## config.mk

```make
export PLATFORM = sky130hd
export DESIGN_NAME = pas_div_cell
export DESIGN_NICKNAME = d
export VERILOG_FILES = /design/src/hdl/pas_div_cell.sv
export SDC_FILE = /design/constraint.sdc
export NUM_CORES = 1
export LEC_CHECK = 0
export ABC_CLOCK_PERIOD_IN_PS = 5700
export BUFFER_PORTS_ARGS = -buffer_cell sky130_fd_sc_hd__buf_4
export CORE_MARGIN = 4
export CORE_UTILIZATION = 53
export DETAILED_ROUTE_END_ITERATION = 6
export GPL_TIMING_DRIVEN = 1
export PLACE_DENSITY = 0.85
export SYNTH_ARGS = -nofsm -noshare
export SYNTH_HDL_FRONTEND = slang
export SYNTH_SLANG_ARGS = --single-unit
```

## constraint.sdc

```tcl
create_clock -name i_clk -period 5.7 [get_ports i_clk]
set_input_delay 0.57 -clock i_clk [delete_from_list [all_inputs] [get_ports i_clk]]
set_output_delay 0.57 -clock i_clk [all_outputs]
set_load 0.1 [all_outputs]
```

## src/hdl/pas_div_cell.sv

```systemverilog
// one restoring division step: remainder shifts in one dividend bit
module pas_div_cell (
    input  logic        i_clk,
    input  logic        i_en,
    input  logic [15:0] i_rem,
    input  logic        i_bit,
    input  logic [15:0] i_div,
    input  logic [15:0] i_q,
    output logic [15:0] o_rem,
    output logic [15:0] o_q
);
    logic [16:0] w_t;
    logic        w_ge;
    logic [15:0] n_rem;
    logic [15:0] r_rem;
    logic [15:0] r_q;

    always_comb begin
        w_t   = {i_rem, i_bit};
        w_ge  = w_t >= {1'b0, i_div};
        n_rem = w_ge ? 16'(w_t - {1'b0, i_div}) : w_t[15:0];
    end

    always_ff @(posedge i_clk) begin
        if (i_en) begin
            r_rem <= n_rem;
            r_q   <= {i_q[14:0], w_ge};
        end
    end

    assign o_rem = r_rem;
    assign o_q   = r_q;
endmodule

```

==> results.md <==
* Htree depth at 2
* Rel. slew slack at 0.5215
* Setup crit start kind: input port
* Worst vdd ir at around 0.15 mV
* Port buffer count at around 80
* Setup TNS at 0 ps
* Via density at roughly 5.3
* Slew Limit Fails at 0
* CTS Buffer Depth at 2
* Pwr per Cell Area at ~320 mW/mm^2
* DRC viols at 0
* Post-Syn Nets at 255
* Status: finished clean
* Count of final setup violators at 0
* Number of global-route vias before repair at about 1600
* Total wire length at 5.051 mm
* Hold buffers post-CTS at 0
* Required @ worst endpoint at around 5700 ps
* Initial Util at 0.5625
* Num ports at 83
* Slew @ Worst Pin at just over 700 ps
* Die Span Y at a little over 70 um
* Antenna violations before repair at 0
* Num CTS Buffers at 5
* CP endpoint kind: flop
* Unrepaired setup endpoints after global routing: false
* Fin crit period at roughly 3000 ps
* Die Span X at a little over 70 um
* Pwr Total at approximately 0.9 mW
* Aggregate global-route resource usage at 0.1999
* Yosys warning count at 0
* Core footprint at 0.003744 mm^2
* Antenna Violating Nets Remaining at 0
* Share of cells above drive strength 1 at 0.3860
* WHS at roughly 470 ps
* Leakage at between 1 and 1.5 nW
* Syn avg cell area at about 11 um^2
* DRT Pass-1 Iters at 4
* Synthesis-to-finish area growth at 35.29%
* Max Cap Violations at 0
* Sequential share of the synthesized area at 0.4563
* Register bit count reported by yosys at 32
* Post-CTS Resized at 0
* CTS tree: yes
* Worst EP arrival at about 3000 ps
* Setup bufs post-CTS at 0
* Crit path from: i_rem[3]
* ANT cells at 0
* Rows at 22
* Critical setup path kind: in2reg
* Die Area at 0.005045 mm^2
* Pin count of the biggest net entering global routing at 33
* Layout net count at ~340
* Grt total ovfl at 0
* CTS clock-pin slew for the worst setup and hold paths at 70 ps
* Mapped Cells at about 190
* Maximum clock rate at 338.5 MHz
* Hold Startpoint: i_q[5]
* Via Count at between 1500 and 2000
* Synthesized area at about 0.0021 mm^2
* Dpl hpwl at 3.800 mm
* Worst hold path class: in2reg
* Yosys cell types at 39
* Clk sinks at 32
* Clk root buf: clkbuf_8
* DR WL/cell at approximately 16 um
* Initial drt markers at 50
* Final worst path period share at 0.5183
* First-pass GRT wire length at 7.734 mm
* Largest fanout on the critical path at 17
* Fin. Hold Viols at 0
* GPL Wtd Cong at around 0.86
## final timing paths
check	slack (ps)	cells after the start	to
max	2750	8	o_rem[6]$_DFFE_PP_
min	470	1	o_q[6]$_DFFE_PP_
## cells in the mapped netlist (all sizes together)
cell type / instances / area (um^2)
nand3b: 1 / 7.510
nand2: 8 / 30.03
o21a: 3 / 22.52
xor2: 3 / 26.28
o211a: 1 / 10.01
o21ai: 13 / 68.82
ha: 16 / 200.2
edfxtp: 32 / 960.9
a211oi: 5 / 37.54
fa: 1 / 20.02
inv: 22 / 82.58
nor2b: 3 / 18.77
nand3: 3 / 15.01
a211o: 1 / 8.760
a32o: 1 / 10.01
mux2i: 2 / 20.02
o31ai: 1 / 7.510
o211ai: 2 / 20.02
o31a: 2 / 17.52
mux2: 13 / 168.9
nor3b: 1 / 7.510
clkbuf: 1 / 5.000
a21oi: 14 / 70.07
a21o: 7 / 52.55
a311o: 1 / 10.01
or4: 1 / 11.26
buf: 3 / 26.27
nand4: 3 / 25.02
a21boi: 2 / 15.01
nor3: 1 / 5.000
xnor2: 6 / 52.55
a31oi: 1 / 21.27
nor2: 12 / 45.04
o22ai: 1 / 6.260
## cells in the final DEF, fill, tap and decap left out, types with 7 or more instances in the layout
master,Yosys,layout
buf_4,2,81
o21ai_0,12,12
nor2_1,12,12
a21o_1,7,7
ha_1,16,16
nand2_1,8,8
edfxtp_1,32,32
inv_1,22,22
a21oi_1,14,14
mux2_2,7,7
## per-layer routing
layer	part of all wire	track usage	up-vias
met3	0.066	0.03835	2
met4	0.0075	0.05637	0
met1	0.40	0.2381	785
met5	0	0	-
li1	-	-	861
met2	0.52	0.3646	62
## power breakdown
part / switching, mW / total (mW) / leakage (nW) / internal, mW
Clock: 0.0810 / 0.208 / 0.0532 / 0.127
Combinational: 0.290 / 0.411 / 0.949 / 0.120
Sequential: 0.00812 / 0.303 / 0.313 / 0.294
## registers in the layout, summed over array words and instances, names as in the netlist
register,count
o_rem,16
o_q,16
## area by class of cell
class                      instances  area (um^2)
multi-input combinational        129         1031
tap                               48        60.06
timing repair buffer              81        608.1
clock buffer                       5        68.82
fill                             268        894.6
sequential                        32        960.9
clock inverter                     3        37.54
inverter                          22        82.58
## critical path, stage by stage
cell      delay, ps
buf_4           110
ha_1            360
a211oi_1        330
o211ai_1        180
o21ai_2         230
o211ai_2        130
a31oi_4         640
mux2_2          430
## cells by family after synthesis
logic type	synth area share
AO/OA/AOI/OAI	0.1794
AND/OR/NAND/NOR	0.07843
flip-flops	0.4563
buffers and inverters	0.05407
adder cells (fa/ha/maj)	0.1046
multiplexers	0.08972
XOR/XNOR	0.03744
## per-stage QoR
stage	worst slack [ps]	std cells	cell area [um^2]	utilization
6_report	2746	320	2849	0.7610
5_1_grt	2599	320	2849	0.7610
4_1_cts	2747	320	2849	0.7610
3_5_place_dp	2470	312	2743	0.7326
3_3_place_gp	2441	312	2743	0.7326
2_1_floorplan	2981	187	2106	-
Power figures use the tool's default switching activity.
