### src/hdl/pas_pkg.sv
package pas_pkg;

    localparam int CordicIter    = 16;
    localparam int AngleFracBits = 8;

    // modulo: 32-bit time by 16-bit period, one quotient bit per cell
    localparam int ModSteps  = 32;
    // phase fraction: (tmod << 16) / p, one quotient bit per cell
    localparam int FracSteps = 16;

    localparam int ZW = 28;   // angle accumulator, Q.16 degrees
    localparam int VW = 36;   // vectoring x/y
    localparam int RW = 33;   // rotation x/y, signed Q2.30

    localparam logic [15:0] PivotReset  = 16'd54395;
    localparam logic [15:0] PeriodReset = 16'd1592;

    localparam logic signed [ZW-1:0] Deg90  = ZW'(90 * 65536);
    localparam logic signed [ZW-1:0] Deg180 = ZW'(180 * 65536);
    localparam logic signed [ZW-1:0] Deg270 = ZW'(270 * 65536);
    localparam logic signed [ZW-1:0] Deg360 = ZW'(360 * 65536);
    localparam logic signed [RW-1:0] InvGain = RW'(652032874);
    localparam logic signed [RW-1:0] OneQ30  = RW'(64'sd1 << 30);

    // byte addresses of the config registers
    localparam logic [2:0] AddrPivot  = 3'd0;
    localparam logic [2:0] AddrPeriod = 3'd4;

    function automatic logic signed [ZW-1:0] atan_lut(input int i);
        logic signed [ZW-1:0] v;
        unique case (i)
            0:  v = ZW'(2949120);
            1:  v = ZW'(1740967);
            2:  v = ZW'(919879);
            3:  v = ZW'(466945);
            4:  v = ZW'(234379);
            5:  v = ZW'(117304);
            6:  v = ZW'(58666);
            7:  v = ZW'(29335);
            8:  v = ZW'(14668);
            9:  v = ZW'(7334);
            10: v = ZW'(3667);
            11: v = ZW'(1833);
            12: v = ZW'(917);
            13: v = ZW'(458);
            14: v = ZW'(229);
            15: v = ZW'(115);
            16: v = ZW'(57);
            17: v = ZW'(29);
            18: v = ZW'(14);
            19: v = ZW'(7);
            20: v = ZW'(4);
            21: v = ZW'(2);
            22: v = ZW'(1);
            default: v = '0;
        endcase
        return v;
    endfunction

    // payload riding the chain alongside the computation
    typedef struct packed {
        logic [15:0] len;
        logic [15:0] phase;
        logic [15:0] period;
        logic [15:0] height;
    } t_ctx;

endpackage

### src/hdl/pas_rot_cell.sv
// one rotation micro-rotation driving z to zero
module pas_rot_cell (
    input  logic                          i_clk,
    input  logic                          i_en,
    input  logic [4:0]                    i_sh,
    input  logic signed [pas_pkg::ZW-1:0] i_atan,
    input  logic signed [pas_pkg::RW-1:0] i_x,
    input  logic signed [pas_pkg::RW-1:0] i_y,
    input  logic signed [pas_pkg::ZW-1:0] i_z,
    output logic signed [pas_pkg::RW-1:0] o_x,
    output logic signed [pas_pkg::RW-1:0] o_y,
    output logic signed [pas_pkg::ZW-1:0] o_z
);
    logic signed [pas_pkg::RW-1:0] r_x, r_y;
    logic signed [pas_pkg::ZW-1:0] r_z;
    logic signed [pas_pkg::RW-1:0] w_dx, w_dy;

    assign w_dx = i_y >>> i_sh;
    assign w_dy = i_x >>> i_sh;

    always_ff @(posedge i_clk) begin
        if (i_en) begin
            if (i_z >= 0) begin
                r_x <= i_x - w_dx;
                r_y <= i_y + w_dy;
                r_z <= i_z - i_atan;
            end else begin
                r_x <= i_x + w_dx;
                r_y <= i_y - w_dy;
                r_z <= i_z + i_atan;
            end
        end
    end

    assign o_x = r_x;
    assign o_y = r_y;
    assign o_z = r_z;
endmodule

### config.mk
export PLATFORM = sky130hd
export DESIGN_NAME = pas_rot_cell
export DESIGN_NICKNAME = d
export VERILOG_FILES = /design/src/hdl/pas_pkg.sv /design/src/hdl/pas_rot_cell.sv
export SDC_FILE = /design/constraint.sdc
export NUM_CORES = 1
export LEC_CHECK = 0
export ABC_AREA = 1
export BUFFER_PORTS_ARGS = -buffer_cell sky130_fd_sc_hd__buf_2
export CAP_MARGIN = 5
export CELL_PAD_IN_SITES_DETAIL_PLACEMENT = 0
export CELL_PAD_IN_SITES_GLOBAL_PLACEMENT = 1
export CORE_ASPECT_RATIO = 1.5
export CORE_MARGIN = 2
export CORE_UTILIZATION = 41
export DETAILED_ROUTE_END_ITERATION = 10
export PLACE_DENSITY = 0.83
export SLEW_MARGIN = 20
export SYNTH_ARGS = -nofsm -noshare
export SYNTH_HDL_FRONTEND = slang
export SYNTH_SLANG_ARGS = --single-unit
### constraint.sdc
create_clock -name i_clk -period 4.95 [get_ports i_clk]
set_clock_uncertainty 0.1 [all_clocks]
set_input_delay 0.495 -clock i_clk [delete_from_list [all_inputs] [get_ports i_clk]]
set_output_delay 0.495 -clock i_clk [all_outputs]
set_load 0.01 [all_outputs]
==> metrics <==
drt wl/cell=18.6 µm; Worst EP arrival=4740 ps; clk root buf=clkbuf_16; Seq pwr share=about a quarter; total power=4.78 mW; Min-Delay Path Class=input pin to flip-flop; antenna-violating nets left=0; Worst Max-Slew Pin Slew=~840 ps; critical path launch point type=input pin; kind of critical path=input pin to flip-flop; achievable frequency=between 200 and 250 MHz; Pwr per Cell Area=around 280 mW/mm²; # IOs=approximately 220; Worst Path Required=just under 5000 ps; row count=84; WL final=roughly 58000 µm; post-route setup TNS=0 ps; H-tree levels=3; layout cells sized above 1=roughly a fifth; Leak Pwr=approximately 9 nW; fin crit share=95.4%; sw power=about 2.1 mW; Setup crit end kind=flip-flop; Layout Nets=around 2800; vias in the first global route=~16000; largest net degree at the start of global routing=80; Synthesized Nets=2548; hold violation total from the final report=0; post-CTS setup buffer count=0; final setup fails=0; die area=0.0366 mm²; Yosys cell types=49; status=finished clean; first-pass GRT wire length=between 80000 and 90000 µm; final-layout fill cell count=around 3800; RD Place Congestion=0.993; DR vias/cell=approximately 5.5; all-layer global routing usage=30.9%; RSZ-0062 raised after global routing=false; Mapped Area=0.0144 mm²; initial antenna violation count=3; switch share=around 45%; CTS Buf Count=9; DRC viols=0; die width=157 µm; Logic pwr share=about 57%; # clock sinks=94; TritonCTS clock tree=built; Finished Layout Cells=between 3000 and 4000; relative slew slack=a little over two fifths; CP Max Fanout=55; vias=around 17000; Synth Instances=approximately 2300; clk buf depth=2; Chip Height=between 200 and 250 µm; Slew Limit Fails=0; DR pass1 iterations=5; Internal=around 2.6 mW; initial DRC count=approximately 1000; DP Wirelength=a little under 50000 µm; Area growth, synth to finish=20.1%; Reg clk slew, reported paths=about 80 ps; #FFs+latches synth=between 90 and 100; maxcap violations=0; post-layout minimum cycle time=roughly 4700 ps; register area share after synthesis=19.6%; Overflow after GRT=0; clock network fraction of design power=between 10% and 20%; CORE AREA=~0.035 mm²; syn_area_per_cell=6.19 µm²; Initial Util=~41%; Peak VDD IR=around 0.15 mV; Inst Count DP=3083; warnings from Yosys=0; IO buf count=222
through the flow:
stage          instance area [µm²]  hold WS, ps  utilization, %  worst slack, ps
6_report                     17300          353            49.6              227
5_1_grt                      17300          354            49.6             20.0
4_1_cts                      17200          341            49.6              333
3_5_place_dp                 16900          740            48.7            -79.5
3_3_place_gp                 16900          741            48.7            -89.1
2_1_floorplan                14400          507               -              764
cells in the mapped netlist, drive strengths merged:
master   number  share of area, %
xor2        114               6.9
a211oi        2              0.10
fa            3              0.42
a21boi        3              0.16
nor3         26               1.1
nand3b        6              0.31
clkinv        1             0.026
o221ai        1             0.061
nand3       447                16
a21o          4              0.21
a21oi       124               4.3
or2           2             0.087
nor4          9              0.44
ha           95               8.3
edfxtp       94                20
o31ai         2              0.14
clkbuf       22              0.57
o21ai        90               3.2
nand2       780                21
o2111ai       3              0.18
a31oi         6              0.26
o21bai        5              0.26
and3          1             0.044
o21a          9              0.47
nand4        12              0.52
inv         165               4.3
xnor2        42               2.6
o211ai       10              0.56
a221oi        2              0.12
nor2        175               5.1
buf          66               2.5
logic make-up after synthesis:
family | share of synthesized area (%)
AO/OA/AOI/OAI | 10.1
XOR/XNOR | 9.51
adder cells (fa/ha/maj) | 8.69
buffers and inverters | 7.39
flip-flops | 19.6
AND/OR/NAND/NOR | 44.7
worst max-delay path, stage by stage:
cell       delay, ps
buf_2            120
buf_12           250
buf_4            220
nand3_1          100
nand3_1           90
nand3_1          120
o21ai_1          170
o21a_1           180
ha_1             210
nand3_2           90
nor2_1           190
nand2_1          150
o21ai_1          190
xor2_1            90
ha_1             320
nand2_1          140
nor4_1           610
buf_4            220
nand2_1           50
o211ai_1         150
buf_4            160
nand2_1           50
nand2_1           80
nand2_1           60
o2111ai_1        100
xor2_1            90
what timing repair did:
item,4_1_cts,5_1_grt
setup endpoints to repair,0,1
gates resized for setup,0,1
hold buffers,0,0
flip-flops by register name (all words and copies together) (netlist names):
name / count
o_x: 33
o_y: 33
o_z: 28
power groups by stage:
stage	logic, mW	registers [mW]	clock network [mW]
2_1_floorplan	1.55	1.37	0
3_3_place_gp	2.73	1.25	0
3_5_place_dp	2.73	1.25	0
4_1_cts	2.74	1.24	0.817
5_1_grt	3.02	1.26	0.833
6_report	2.74	1.24	0.797
area by class of cell:
type | instances | area (µm²) | area share, %
inverters | 166 | 626 | 3.62
well taps | 473 | 592 | 3.43
multi-input cells | 1973 | 10500 | 60.8
diodes | 3 | 7.51 | 0.0435
clock buffers | 9 | 225 | 1.30
repair buffers | 377 | 2400 | 13.9
clock inverters | 7 | 92.6 | 0.536
flip-flops and latches | 94 | 2820 | 16.4
cell usage in the layout, fill, tap and decap left out, types with 3 or more instances in the layout:
master / instances
xnor2_1: 42
nand2_2: 38
nand2_1: 739
nand3_2: 13
o21bai_1: 5
nor2_4: 6
nor3_1: 24
fa_1: 3
buf_2: 221
a21boi_0: 3
nor2_1: 159
a21o_1: 4
nor4_1: 7
nor2_2: 10
inv_1: 148
clkbuf_16: 9
inv_2: 16
o2111ai_1: 3
nand2_4: 3
o21a_1: 9
nand3_1: 434
nand4_1: 12
o21ai_0: 77
a31oi_1: 6
nand3b_1: 6
clkinv_4: 3
a21oi_1: 124
o21ai_1: 10
o211ai_1: 9
edfxtp_1: 94
xor2_1: 114
diode_2: 3
buf_4: 146
o21ai_2: 3
ha_1: 95
buf_12: 10
layer usage:
layer  up-vias  global-route usage [%]  share of wire (%)
met1      7830                    31.2                 36
li1       8382                       -                  -
met5         -                       0                  0
met2       549                    59.4                 54
met3       169                    2.47                3.6
met4         0                    20.4                6.7
path summary, 6_finish.rpt:
kind / from / to / slack [ps] / cells after the start
max: i_sh[1] / o_x[29] / 230 / 26
min: i_y[0] / o_y[0] / 350 / 2
Power figures use the tool's default switching activity.
